===== src/hw/rtl/bmpg_pkg.sv =====
// Shared types and constants for the BMP stream to gray frame writer.
// Used by the front parser, the item queue, the back stage and the top level.
// No dependencies.
package bmpg_pkg;

    typedef enum logic [1:0] {
        PH_HEADER,
        PH_SKIP,
        PH_PIXELS,
        PH_DONE
    } phase_t;

    localparam logic [1:0]  STATUS_OK        = 2'd0;
    localparam logic [1:0]  STATUS_BAD_DEPTH = 2'd1;
    localparam logic [1:0]  STATUS_BAD_SIG   = 2'd2;

    localparam logic [7:0]  SIG_BYTE0 = 8'h42;
    localparam logic [7:0]  SIG_BYTE1 = 8'h4d;

    localparam logic [10:0] OFF_SIG0      = 11'h000;
    localparam logic [10:0] OFF_SIG1      = 11'h001;
    localparam logic [10:0] OFF_WIDTH_LO  = 11'h012;
    localparam logic [10:0] OFF_WIDTH_HI  = 11'h013;
    localparam logic [10:0] OFF_HEIGHT_LO = 11'h016;
    localparam logic [10:0] OFF_HEIGHT_HI = 11'h017;
    localparam logic [10:0] OFF_DEPTH     = 11'h01c;
    localparam logic [10:0] OFF_HDR_LAST  = 11'h035;
    localparam logic [10:0] OFF_DATA8     = 11'h436;
    localparam logic [10:0] OFF_MAX       = 11'h7ff;

    localparam logic [7:0]  DEPTH_24 = 8'd24;
    localparam logic [7:0]  DEPTH_8  = 8'd8;

    // floor(x / 3) == (x * 683) >> 11 for x < 2048
    localparam logic [20:0] DIV3_MUL   = 21'd683;
    localparam int          DIV3_SHIFT = 11;

    localparam int TDATA_W = 80;

    typedef struct packed {
        logic        pixel;
        logic [7:0]  value;
        logic [15:0] flipped;
        logic [15:0] column;
        logic [15:0] width;
        logic [15:0] height;
        logic        done;
        logic [1:0]  status;
    } qent_t;

endpackage


===== src/hw/rtl/bmpg_front.sv =====
// Front parser: header capture, signature and depth check, pixel grouping.
// Emits one queue entry per pixel write or per header verdict that ends the file.
// Depends on bmpg_pkg.
module bmpg_front (
    input  logic           clk,
    input  logic           rst_n,
    input  logic           take,
    input  logic [7:0]     data_byte,
    input  logic           file_start,
    output logic           push,
    output bmpg_pkg::qent_t entry
);
    import bmpg_pkg::*;

    phase_t      phase_reg, phase_next;
    logic [10:0] off_reg, off_next;
    logic [1:0]  sig_reg, sig_next;
    logic [15:0] width_reg, width_next;
    logic [15:0] height_reg, height_next;
    logic [7:0]  depth_reg, depth_next;
    logic [15:0] col_reg, col_next;
    logic [15:0] row_reg, row_next;
    logic [9:0]  tsum_reg, tsum_next;
    logic [1:0]  tcnt_reg, tcnt_next;

    phase_t      ph_b;
    logic [10:0] cur;
    logic [1:0]  sig_b;
    logic [15:0] w_b, h_b, col_b, row_b;
    logic [7:0]  d_b;
    logic [9:0]  ts_b;
    logic [1:0]  tc_b;

    logic        hdr_end, hdr_finish, depth_ok, is24;
    logic [1:0]  hdr_status;
    logic        pix_byte, pix_emit, last_pix;
    logic [9:0]  tsum_add;
    logic [20:0] div_prod;
    logic [7:0]  pix_value;

    always_comb
    begin
        if (file_start)
        begin
            ph_b  = PH_HEADER;
            cur   = '0;
            sig_b = '0;
            w_b   = '0;
            h_b   = '0;
            d_b   = '0;
            col_b = '0;
            row_b = '0;
            ts_b  = '0;
            tc_b  = '0;
        end
        else
        begin
            ph_b  = phase_reg;
            cur   = off_reg;
            sig_b = sig_reg;
            w_b   = width_reg;
            h_b   = height_reg;
            d_b   = depth_reg;
            col_b = col_reg;
            row_b = row_reg;
            ts_b  = tsum_reg;
            tc_b  = tcnt_reg;
        end
    end

    assign is24     = (d_b == DEPTH_24);
    assign depth_ok = is24 || (d_b == DEPTH_8);
    assign hdr_end  = take && (ph_b == PH_HEADER) && (cur == OFF_HDR_LAST);

    always_comb
    begin
        if (sig_b != 2'b11)
            hdr_status = STATUS_BAD_SIG;
        else if (!depth_ok)
            hdr_status = STATUS_BAD_DEPTH;
        else
            hdr_status = STATUS_OK;
    end

    assign hdr_finish = hdr_end &&
        ((sig_b != 2'b11) || !depth_ok || (w_b == 16'd0) || (h_b == 16'd0));

    assign pix_byte = take && ((ph_b == PH_PIXELS) ||
                               ((ph_b == PH_SKIP) && (cur >= OFF_DATA8)));
    assign pix_emit = pix_byte && (!is24 || (tc_b == 2'd2));
    assign last_pix = (row_b == h_b - 16'd1) && (col_b == w_b - 16'd1);

    assign tsum_add  = ts_b + {2'b00, data_byte};
    assign div_prod  = {11'b0, tsum_add} * DIV3_MUL;
    assign pix_value = is24 ? div_prod[DIV3_SHIFT +: 8] : data_byte;

    // next phase
    always_comb
    begin
        phase_next = phase_reg;
        if (take)
        begin
            phase_next = ph_b;
            case (ph_b)
                PH_HEADER:
                begin
                    if (hdr_end)
                    begin
                        if (hdr_finish)
                            phase_next = PH_DONE;
                        else
                            phase_next = is24 ? PH_PIXELS : PH_SKIP;
                    end
                end
                PH_SKIP, PH_PIXELS:
                begin
                    if (pix_emit && last_pix)
                        phase_next = PH_DONE;
                    else if (pix_byte)
                        phase_next = PH_PIXELS;
                end
                PH_DONE:    phase_next = PH_DONE;
                default:    phase_next = PH_DONE;
            endcase
        end
    end

    // datapath and queue entry
    always_comb
    begin
        off_next    = off_reg;
        sig_next    = sig_reg;
        width_next  = width_reg;
        height_next = height_reg;
        depth_next  = depth_reg;
        col_next    = col_reg;
        row_next    = row_reg;
        tsum_next   = tsum_reg;
        tcnt_next   = tcnt_reg;

        if (take)
        begin
            off_next    = (cur == OFF_MAX) ? cur : cur + 11'd1;
            sig_next    = sig_b;
            width_next  = w_b;
            height_next = h_b;
            depth_next  = d_b;
            col_next    = col_b;
            row_next    = row_b;
            tsum_next   = ts_b;
            tcnt_next   = tc_b;

            if (ph_b == PH_HEADER)
            begin
                if (cur == OFF_SIG0 && data_byte == SIG_BYTE0)
                    sig_next[0] = 1'b1;
                if (cur == OFF_SIG1 && data_byte == SIG_BYTE1)
                    sig_next[1] = 1'b1;
                if (cur == OFF_WIDTH_LO)
                    width_next[7:0] = data_byte;
                if (cur == OFF_WIDTH_HI)
                    width_next[15:8] = data_byte;
                if (cur == OFF_HEIGHT_LO)
                    height_next[7:0] = data_byte;
                if (cur == OFF_HEIGHT_HI)
                    height_next[15:8] = data_byte;
                if (cur == OFF_DEPTH)
                    depth_next = data_byte;
            end

            if (pix_byte && is24)
            begin
                if (tc_b == 2'd2)
                begin
                    tsum_next = '0;
                    tcnt_next = '0;
                end
                else
                begin
                    tsum_next = tsum_add;
                    tcnt_next = tc_b + 2'd1;
                end
            end

            if (pix_emit)
            begin
                if ({1'b0, col_b} + 17'd1 >= {1'b0, w_b})
                begin
                    col_next = '0;
                    row_next = row_b + 16'd1;
                end
                else
                begin
                    col_next = col_b + 16'd1;
                end
            end
        end

        push          = pix_emit || hdr_finish;
        entry.pixel   = pix_emit;
        entry.value   = pix_value;
        entry.flipped = h_b - 16'd1 - row_b;
        entry.column  = col_b;
        entry.width   = w_b;
        entry.height  = h_b;
        entry.done    = pix_emit ? last_pix : 1'b1;
        entry.status  = pix_emit ? STATUS_OK : hdr_status;
    end

    always_ff @(posedge clk or negedge rst_n)
    begin
        if (!rst_n)
        begin
            phase_reg  <= PH_HEADER;
            off_reg    <= '0;
            sig_reg    <= '0;
            width_reg  <= '0;
            height_reg <= '0;
            depth_reg  <= '0;
            col_reg    <= '0;
            row_reg    <= '0;
            tsum_reg   <= '0;
            tcnt_reg   <= '0;
        end
        else
        begin
            phase_reg  <= phase_next;
            off_reg    <= off_next;
            sig_reg    <= sig_next;
            width_reg  <= width_next;
            height_reg <= height_next;
            depth_reg  <= depth_next;
            col_reg    <= col_next;
            row_reg    <= row_next;
            tsum_reg   <= tsum_next;
            tcnt_reg   <= tcnt_next;
        end
    end

endmodule


===== src/hw/rtl/bmpg_fifo.sv =====
// Short queue of parsed entries between the front parser and the back stage.
// Register array with combinational read of the head entry.
// Depends on bmpg_pkg.
module bmpg_fifo #(
    parameter int DEPTH = 4
) (
    input  logic            clk,
    input  logic            rst_n,
    input  logic            push,
    input  bmpg_pkg::qent_t wr_entry,
    input  logic            pop,
    output bmpg_pkg::qent_t rd_entry,
    output logic            full,
    output logic            empty
);
    import bmpg_pkg::*;

    localparam int PW = (DEPTH > 1) ? $clog2(DEPTH) : 1;
    localparam int CW = $clog2(DEPTH + 1);

    qent_t          mem [DEPTH];
    logic [PW-1:0]  wptr_reg, wptr_next;
    logic [PW-1:0]  rptr_reg, rptr_next;
    logic [CW-1:0]  cnt_reg, cnt_next;

    assign full     = (cnt_reg == CW'(DEPTH));
    assign empty    = (cnt_reg == '0);
    assign rd_entry = mem[rptr_reg];

    always_comb
    begin
        wptr_next = wptr_reg;
        rptr_next = rptr_reg;
        cnt_next  = cnt_reg;
        if (push)
            wptr_next = (wptr_reg == PW'(DEPTH - 1)) ? '0 : wptr_reg + PW'(1);
        if (pop)
            rptr_next = (rptr_reg == PW'(DEPTH - 1)) ? '0 : rptr_reg + PW'(1);
        if (push && !pop)
            cnt_next = cnt_reg + CW'(1);
        else if (pop && !push)
            cnt_next = cnt_reg - CW'(1);
    end

    always_ff @(posedge clk)
    begin
        if (push)
            mem[wptr_reg] <= wr_entry;
    end

    always_ff @(posedge clk or negedge rst_n)
    begin
        if (!rst_n)
        begin
            wptr_reg <= '0;
            rptr_reg <= '0;
            cnt_reg  <= '0;
        end
        else
        begin
            wptr_reg <= wptr_next;
            rptr_reg <= rptr_next;
            cnt_reg  <= cnt_next;
        end
    end

endmodule


===== src/hw/rtl/bmpg_back.sv =====
// Back stage: frame address computation and output register.
// Pops one queue entry whenever the queue holds one and the output register is free or being taken.
// Depends on bmpg_pkg.
module bmpg_back (
    input  logic                            clk,
    input  logic                            rst_n,
    input  bmpg_pkg::qent_t                 entry,
    input  logic                            empty,
    output logic                            pop,
    output logic                            m_tvalid,
    input  logic                            m_tready,
    output logic [bmpg_pkg::TDATA_W-1:0]    m_tdata,
    output logic                            m_tlast,
    output logic                            m_tuser
);
    import bmpg_pkg::*;

    logic               valid_reg, valid_next;
    logic [TDATA_W-1:0] data_reg;
    logic               last_reg;
    logic               user_reg;
    logic [31:0]        prod;
    logic [31:0]        addr;
    logic [7:0]         value;

    assign pop        = !empty && (!valid_reg || m_tready);
    assign prod       = {16'b0, entry.flipped} * {16'b0, entry.width};
    assign addr       = entry.pixel ? prod + {16'b0, entry.column} : 32'd0;
    assign value      = entry.pixel ? entry.value : 8'd0;
    assign valid_next = pop || (valid_reg && !m_tready);

    always_ff @(posedge clk)
    begin
        if (pop)
        begin
            data_reg <= {6'b0, entry.height, entry.width, entry.status, value, addr};
            last_reg <= entry.done;
            user_reg <= entry.pixel;
        end
    end

    always_ff @(posedge clk or negedge rst_n)
    begin
        if (!rst_n)
            valid_reg <= 1'b0;
        else
            valid_reg <= valid_next;
    end

    assign m_tvalid = valid_reg;
    assign m_tdata  = data_reg;
    assign m_tlast  = last_reg;
    assign m_tuser  = user_reg;

endmodule


===== src/hw/rtl/bmp_stream_to_gray_frame.sv =====
// Top level of the BMP byte stream to gray frame-buffer writer.
// Instantiates bmpg_front, bmpg_fifo and bmpg_back; depends on bmpg_pkg.
//
//   channel  | dir | tdata (low bit up)                         | tuser       | tlast
//   s_ (in)  | in  | data_byte[7:0]                             | file_start  | -
//   m_ (out) | out | pixel_address[31:0] pixel_value[39:32]     | pixel_valid | done_res
//            |     | status[41:40] image_width[57:42]           |             |
//            |     | image_height[73:58] zero[79:74]            |             |
//
// One input item per cycle while the queue is not full; the parser decodes each byte as it is taken.
// A result passes through the queue and then the back stage, where one
// 16x16 multiply and add form the address before the output register.
// Reset empties the queue and the output register and returns to the header.
// s_tready drops only while the queue is full; m_ stalls fill the queue.
module bmp_stream_to_gray_frame #(
    parameter int FIFO_DEPTH = 4
) (
    input  logic                            clk,
    input  logic                            rst_n,
    input  logic                            s_tvalid,
    output logic                            s_tready,
    input  logic [7:0]                      s_tdata,  // data_byte
    input  logic                            s_tuser,  // file_start
    output logic                            m_tvalid,
    input  logic                            m_tready,
    output logic [bmpg_pkg::TDATA_W-1:0]    m_tdata,  // address, value, status, width, height
    output logic                            m_tlast,  // done_res
    output logic                            m_tuser   // pixel_valid
);
    import bmpg_pkg::*;

    logic   take;
    logic   front_push;
    qent_t  front_entry;
    qent_t  head_entry;
    logic   q_full;
    logic   q_empty;
    logic   q_pop;

    assign s_tready = !q_full;
    assign take     = s_tvalid && s_tready;

    bmpg_front u_front (
        .clk        (clk),
        .rst_n      (rst_n),
        .take       (take),
        .data_byte  (s_tdata),
        .file_start (s_tuser),
        .push       (front_push),
        .entry      (front_entry)
    );

    bmpg_fifo #(
        .DEPTH (FIFO_DEPTH)
    ) u_fifo (
        .clk      (clk),
        .rst_n    (rst_n),
        .push     (front_push),
        .wr_entry (front_entry),
        .pop      (q_pop),
        .rd_entry (head_entry),
        .full     (q_full),
        .empty    (q_empty)
    );

    bmpg_back u_back (
        .clk      (clk),
        .rst_n    (rst_n),
        .entry    (head_entry),
        .empty    (q_empty),
        .pop      (q_pop),
        .m_tvalid (m_tvalid),
        .m_tready (m_tready),
        .m_tdata  (m_tdata),
        .m_tlast  (m_tlast),
        .m_tuser  (m_tuser)
    );

`ifndef SYNTHESIS
    a_push_not_full: assert property (@(posedge clk) disable iff (!rst_n)
        front_push |-> !q_full)
        else $error("queue push while full");

    a_pop_not_empty: assert property (@(posedge clk) disable iff (!rst_n)
        q_pop |-> !q_empty)
        else $error("queue pop while empty");

    a_nonpixel_is_final: assert property (@(posedge clk) disable iff (!rst_n)
        (m_tvalid && !m_tuser) |-> m_tlast)
        else $error("result without pixel is not the final one");

    a_pixel_status_ok: assert property (@(posedge clk) disable iff (!rst_n)
        (m_tvalid && m_tuser) |-> (m_tdata[41:40] == STATUS_OK))
        else $error("pixel write with error status");
`endif

endmodule


===== config.mk =====
export PLATFORM = sky130hd
export DESIGN_NAME = bmp_stream_to_gray_frame
export DESIGN_NICKNAME = d
export VERILOG_FILES = /design/src/hw/rtl/bmpg_pkg.sv /design/src/hw/rtl/bmpg_front.sv /design/src/hw/rtl/bmpg_fifo.sv /design/src/hw/rtl/bmpg_back.sv /design/src/hw/rtl/bmp_stream_to_gray_frame.sv
export SDC_FILE = /design/constraint.sdc
export NUM_CORES = 1
export LEC_CHECK = 0
export BUFFER_PORTS_ARGS = -buffer_cell sky130_fd_sc_hd__buf_2
export CAP_MARGIN = 15
export CORE_ASPECT_RATIO = 0.6
export CORE_MARGIN = 2
export CORE_UTILIZATION = 69
export CTS_BUF_LIST = sky130_fd_sc_hd__clkbuf_16
export DETAILED_ROUTE_END_ITERATION = 10
export HOLD_SLACK_MARGIN = 0.1
export PLACE_DENSITY_LB_ADDON = 0.2
export SLEW_MARGIN = 5
export SYNTH_ARGS = -nofsm -noshare
export SYNTH_HDL_FRONTEND = slang
export SYNTH_SLANG_ARGS = --single-unit
export TNS_END_PERCENT = 1

===== constraint.sdc =====
create_clock -name clk -period 14.43 [get_ports clk]
set_input_delay 2.886 -clock clk [delete_from_list [all_inputs] [get_ports clk]]
set_output_delay 2.886 -clock clk [all_outputs]
set_load 0.01 [all_outputs]

==> results_dict.tcl, run 1 <==
set metrics [dict create \
    antenna_left 0 \
    synth-seq-cells 487 \
    r2r_end "u_back.m_tdata[31]" \
    cts-root-to-sink-buffers 3 \
    setup_crit_start_kind "input pin" \
    dr_total_vias 21702 \
    reg2reg_setup_slack_ns 4.86 \
    cp_num_buf_inv 3 \
    rsz0062_at_grt "no" \
    timing.max_slew.rel_slack 0.242 \
    synth.distinct_cells 95 \
    crit-reg2reg-launch "u_fifo.rptr_reg[1]" \
    postRouteWirelength_um 76300 \
    ports 97 \
    status "finished, final reports clean" \
    hold_path.class "reg2reg" \
    critical_path_arrival_ns 10.12 \
    syn_avg_cell_area_sq_um 11.7 \
    largest_register_ff_count 304 \
    worst_path_dominant_cell_family "adder cells" \
    multi_input_logic_area_sq_mm 0.0166 \
    insertion_delay_ns 0.59 \
    crit_path_top_delay_cell "sky130_fd_sc_hd__fa_1" \
    reg2regPathDepth 21 \
    wire_length_of_the_first_global_routing_pass_um 123000 \
    final_nets 3309 \
    hold_path_depth 1 \
    leakage_uw 0.0153 \
    antenna_found_initial 1 \
    wl_met1_um 32900 \
    vdd_drop_max_v 0.000518 \
    post_drt_via_cell_ratio 6.19 \
    fin_worst_skew_ns 0.0348 \
    final_common_cell "sky130_fd_sc_hd__inv_1" \
    cts-buffers-inserted 45 \
    finish.utilization 0.754 \
    drt_first_iter_violations 2332 \
    endpoint_kind "register" \
    share_of_synthesized_area_occupied_by_flip_flops_and_latches 0.433 \
    post-route-min-period_ns 9.80 \
    crit_cells 26 \
    core_region_area_sq_mm 0.0465 \
    top_layer_used_by_detailed_routing "met5" \
    timing.final.hold_violations 0 \
    tritoncts_num_sinks 487 \
    num_antenna_cells 0 \
    number_of_levels_the_h_tree_was_split_into 2 \
    post-route-drc-count 0 \
    slowest_stage_delay_on_critical_path_ns 0.53 \
    avgRoutedWirePerCell_um 21.8 \
    cts-resized-gates 0 \
    clkSlewWorstSetupHoldPaths_ns 0.07 \
    netlist_instances 2782 \
    drt-pass1-iter-count 6 \
    count_of_max_cap_constraint_violations 0 \
    cts-hold-fix-buffers 0 \
    clock_tree_from_tritoncts "yes" \
    pwr_density_cell_mw_per_mm2 224 \
    floorplan.die.height_um 172 \
    die_width_um 284 \
    regMostFlops "u_fifo.mem" \
    cts-root-buf "sky130_fd_sc_hd__clkbuf_16" \
    initial_core_util 0.701 \
    ys.flop_type "sky130_fd_sc_hd__edfxtp_1" \
    timing.hold.worst.start "u_front.sig_reg[0]" \
    seqCellArea_sq_mm 0.0141 \
    met3_length_um 8710 \
    synth.cell_area_sq_mm 0.0326 \
    crit_type "in2reg" \
    met2_wirelength_um 33400 \
    placement.io_buffers 90 \
    layout.cells.most_common_list "sky130_fd_sc_hd__inv_1 (403), sky130_fd_sc_hd__edfxtp_1 (380), sky130_fd_sc_hd__nand2_1 (281)" \
    grt.total_usage 0.326 \
    max_freq_mhz 102 \
    globalplace.congestion 0.919 \
    ys_async_sr_fraction 0.220 \
    setup_viol 0 \
    dpl.hpwl_um 54800 \
    tns_ns 0 \
    holdPathEnd "u_front.sig_reg[0]" \
    std_cell_rows 61 \
    number_of_slew_limit_violations_in_the_final_report 0 \
    worst-slew-pin-transition_ns 1.13 \
    drive_above_1_share 0.107 \
    grt_max_degree 66 \
    crit_path_max_fanout 50 \
    cts_setup_buffers 0 \
    floorplan.die_area_sq_mm 0.0490 \
    synth_to_final_area_change_pct 7.63 \
    num-fill-cells 3044 \
    first_global_vias 22266 \
    yosys_warnings 0 \
    fin_crit_sh 0.679 \
    synth_enable_flop_cells 380 \
    required_ns 14.75 \
    overflow 0 \
]
## synth_stat cells, types with 58 or more instances
library cell / instances / area share
sky130_fd_sc_hd__mux4_2: 58 / 0.040
sky130_fd_sc_hd__nor2_1: 153 / 0.018
sky130_fd_sc_hd__a22o_1: 64 / 0.017
sky130_fd_sc_hd__o21ai_0: 61 / 0.0094
sky130_fd_sc_hd__clkbuf_1: 59 / 0.0068
sky130_fd_sc_hd__inv_1: 389 / 0.045
sky130_fd_sc_hd__dfrtp_1: 107 / 0.082
sky130_fd_sc_hd__ha_1: 222 / 0.085
sky130_fd_sc_hd__fa_1: 234 / 0.14
sky130_fd_sc_hd__and2_1: 66 / 0.013
sky130_fd_sc_hd__nor2b_1: 78 / 0.015
sky130_fd_sc_hd__xnor2_1: 59 / 0.016
sky130_fd_sc_hd__edfxtp_1: 380 / 0.35
sky130_fd_sc_hd__nand2_1: 281 / 0.032
sky130_fd_sc_hd__a21oi_1: 62 / 0.0095
## metal layers
metal,vias to the layer above,track usage
li1,9650,-
met1,10817,0.485
met2,1113,0.487
met3,120,0.0901
met4,2,0.0684
met5,-,0.0120
## area by class of cell
| type | count | share of cell area |
|---|---|---|
| well taps | 630 | 0.0225 |
| inverters | 393 | 0.0422 |
| repair buffers | 115 | 0.0183 |
| flip-flops and latches | 487 | 0.402 |
| multi-input cells | 1798 | 0.473 |
| clock inverters | 36 | 0.00839 |
| clock buffers | 47 | 0.0336 |
## how the worst max path moves through the flow
stage	start	to	slack (ns)
2_1_floorplan	s_tuser	u_fifo.mem[0][73]	4.24
5_1_grt	s_tuser	u_fifo.mem[0][73]	4.07
4_1_cts	s_tuser	u_fifo.mem[3][73]	4.64
6_report	s_tuser	u_fifo.mem[0][73]	4.63
3_5_place_dp	s_tuser	u_fifo.mem[0][73]	4.17
3_3_place_gp	s_tuser	u_fifo.mem[1][73]	4.43
## kinds of logic after synthesis
logic type	synth area share
and+or+nand+nor	0.118
other	0.000115
muxes	0.0546
xor gates and xnor gates	0.0277
adders and majority gates	0.229
buffers and inverters	0.0606
DFF	0.433
AOI/OAI and AO/OA	0.0775
## power by group
group,internal (uW),total [uW],switching [uW]
registers,1680,1780,98.2
clock network,666,1200,530
logic,1910,4860,2950
total,4260,7840,3580
## per-stage QoR
stage	power, uW	setup slack, ns	instance area [sq um]	cells	hold slack, ns
after detailed placement	6520	4.17	33600	3421	0.489
after global placement	6370	4.43	33600	3421	0.462
after CTS	7760	4.64	35000	3504	0.504
after global routing	8570	4.07	35000	3506	0.514
after floorplan	5400	4.24	32600	2787	0.446
final	7840	4.63	35000	3506	0.505
Note: power is estimated with default switching activity, not from simulation.
==> run 2: changes to the inputs <==
--- a/config.mk
+++ b/config.mk
@@ -9,7 +9,7 @@
 export CAP_MARGIN = 15
 export CORE_ASPECT_RATIO = 0.6
 export CORE_MARGIN = 2
-export CORE_UTILIZATION = 69
+export CORE_UTILIZATION = 58
 export CTS_BUF_LIST = sky130_fd_sc_hd__clkbuf_16
 export DETAILED_ROUTE_END_ITERATION = 10
 export HOLD_SLACK_MARGIN = 0.1
==> constraint.sdc (replaced) <==
create_clock -name clk -period 8.3 [get_ports clk]
set_input_delay 1.66 -clock clk [delete_from_list [all_inputs] [get_ports clk]]
set_output_delay 1.66 -clock clk [all_outputs]
set_load 0.01 [all_outputs]
==> results_dict.tcl, run 2 (synthesis gave the netlist of run 1 again) <==
set metrics [dict create \
    status "finished, final reports clean" \
    timing.critical_path.from "u_fifo.rptr_reg[1]" \
    cts-root-buf "sky130_fd_sc_hd__clkbuf_16" \
    setup_crit_start_kind "register" \
    fin_cells 3677 \
    dr_total_vias 21535 \
    worst_path_dominant_cell_family "adder cells" \
    dpl_cell_area_sq_mm 0.0341 \
    fin_crit_sh 0.946 \
    crit_type "reg2reg" \
    tns_ns 0 \
    finish.instance_area_sq_mm 0.0356 \
    avgRoutedWirePerCell_um 21.0 \
    r2r_end "u_back.m_tdata[28]" \
    cts-root-to-sink-buffers 3 \
    postRouteWirelength_um 77100 \
    die_width_um 310 \
    leakage_uw 0.0154 \
    first_global_vias 22180 \
    antenna_left 0 \
    pwr_density_cell_mw_per_mm2 386 \
    crit_cells 22 \
    clock_tree_from_tritoncts "yes" \
    slowest_stage_delay_on_critical_path_ns 0.75 \
    crit_path_end "u_back.m_tdata[28]" \
    setup_viol 0 \
    regMostFlops "u_fifo.mem" \
    endpoint_kind "register" \
    grt_max_degree 77 \
    ports 97 \
    floorplan.die.height_um 188 \
    worst-slew-pin-transition_ns 1.01 \
    multi_input_logic_area_sq_mm 0.0166 \
    crit-reg2reg-launch "u_fifo.rptr_reg[1]" \
    hold-worst-slack_ns 0.487 \
    globalplace.congestion 0.929 \
    drt-pass1-iter-count 5 \
    final_nets 3348 \
    number_of_slew_limit_violations_in_the_final_report 0 \
    dpl.hpwl_um 57100 \
    core_region_area_sq_mm 0.0557 \
    cts-buffers-inserted 46 \
    crit_path_top_delay_cell "sky130_fd_sc_hd__dfrtp_4" \
    instance_count_after_placement_with_tap_cells_included 3588 \
    tritoncts_num_sinks 487 \
    max_freq_mhz 127 \
    clkSlewWorstSetupHoldPaths_ns 0.07 \
    insertion_delay_ns 0.60 \
    fin_worst_skew_ns 0.0302 \
    cp_num_buf_inv 4 \
    reg2reg_setup_slack_ns 0.45 \
    required_ns 8.62 \
    initial_core_util 0.585 \
    largest_register_ff_count 304 \
    placement.io_buffers 90 \
    drive_above_1_share 0.123 \
    seqCellArea_sq_mm 0.0141 \
    num-fill-cells 4365 \
    cp_common_cell "sky130_fd_sc_hd__fa_1" \
    count_of_max_cap_constraint_violations 0 \
    reg2regPathDepth 22 \
    drt_first_iter_violations 2254 \
    vdd_drop_max_v 0.000947 \
    antenna_found_initial 1 \
    rsz0062_at_grt "no" \
    floorplan.die_area_sq_mm 0.0581 \
    final_common_cell "sky130_fd_sc_hd__inv_1" \
    grt.total_usage 0.279 \
    post-route-min-period_ns 7.85 \
    timing.final.hold_violations 0 \
    crit_path_max_fanout 29 \
    timing.max_slew.rel_slack 0.328 \
    layout.cells.most_common_list "sky130_fd_sc_hd__inv_1 (396), sky130_fd_sc_hd__edfxtp_1 (380), sky130_fd_sc_hd__nand2_1 (281)" \
    overflow 0 \
    crit_chain "mux2_2 > o21ai_1 > nor2b_1 > fa_1 > inv_1 > fa_1 > fa_1 > inv_1 > fa_1 > fa_1 > inv_1 > fa_1 > inv_1 > ha_1 > nand3_1 > nor2_1 > nand2_1 > o31a_1 > a2111o_1 > nand3b_1 > nand3_1 > nor3b_1" \
    cts-hold-fix-buffers 0 \
    post-route-drc-count 0 \
    number_of_levels_the_h_tree_was_split_into 2 \
    post_drt_via_cell_ratio 5.86 \
    wire_length_of_the_first_global_routing_pass_um 125000 \
    synth_to_final_area_change_pct 9.17 \
    hold_path.class "reg2reg" \
    std_cell_rows 67 \
    critical_path_arrival_ns 8.17 \
]
-- run 2: layout make-up --
type                            count  area share
Clock buffer                       48      0.0338
Sequential cell                   487       0.397
Tap cell                          759      0.0267
Clock inverter                     38     0.00732
Timing Repair Buffer              153      0.0275
Antenna cell                        1   0.0000704
Multi-Input combinational cell   1798       0.467
Inverter                          393      0.0416
-- run 2: metal layers --
metal,part of all wire,track usage,vias up
li1,-,-,9734
met1,0.47,0.441,10907
met2,0.42,0.398,819
met3,0.092,0.0622,75
met4,0.014,0.0504,0
met5,0,0,-
-- run 2: worst register-to-register path, delay by kind of cell (launching register included) --
family	cells	cell delay [ns]
AOI/OAI and AO/OA	3	1.53
adders and majority gates	7	3.42
buffers and inverters	4	0.22
DFF	1	0.75
muxes	1	0.42
and+or+nand+nor	7	1.25
-- run 2: worst min path at each step --
stage	from	endpoint	slack [ns]	cells after the start
final	u_fifo.cnt_reg[2]	u_fifo.cnt_reg[2]	0.49	1
after global routing	u_fifo.cnt_reg[2]	u_fifo.cnt_reg[2]	0.52	1
after CTS	u_fifo.cnt_reg[2]	u_fifo.cnt_reg[2]	0.49	1
after detailed placement	u_front.sig_reg[1]	u_front.sig_reg[1]	0.47	2
after global placement	u_front.sig_reg[1]	u_front.sig_reg[1]	0.46	2
after floorplan	u_front.sig_reg[1]	u_front.sig_reg[1]	0.45	2
-- run 2: metrics by stage --
| step | power, uW | utilization | setup WS, ns |
|---|---|---|---|
| 3_5_place_dp | 11500 | 0.612 | 0.236 |
| 5_1_grt | 15100 | 0.639 | 0.109 |
| 2_1_floorplan | 9410 | - | 0.0292 |
| 6_report | 13700 | 0.639 | 0.451 |
| 4_1_cts | 13700 | 0.638 | 0.418 |
| 3_3_place_gp | 11300 | 0.612 | 0.307 |
-- run 2: what timing repair did --
| item | 4_1_cts | 5_1_grt |
|---|---|---|
| resized for setup | 0 | 1 |
| setup buffers | 0 | 1 |
| setup endpoints to repair | 0 | 1 |
-- run 2: report_power, final --
group,internal [uW],total (uW),switching (uW)
Combinational,3380,8610,5230
Sequential,2930,3060,128
Clock,1100,2060,966
Total,7410,13700,6320
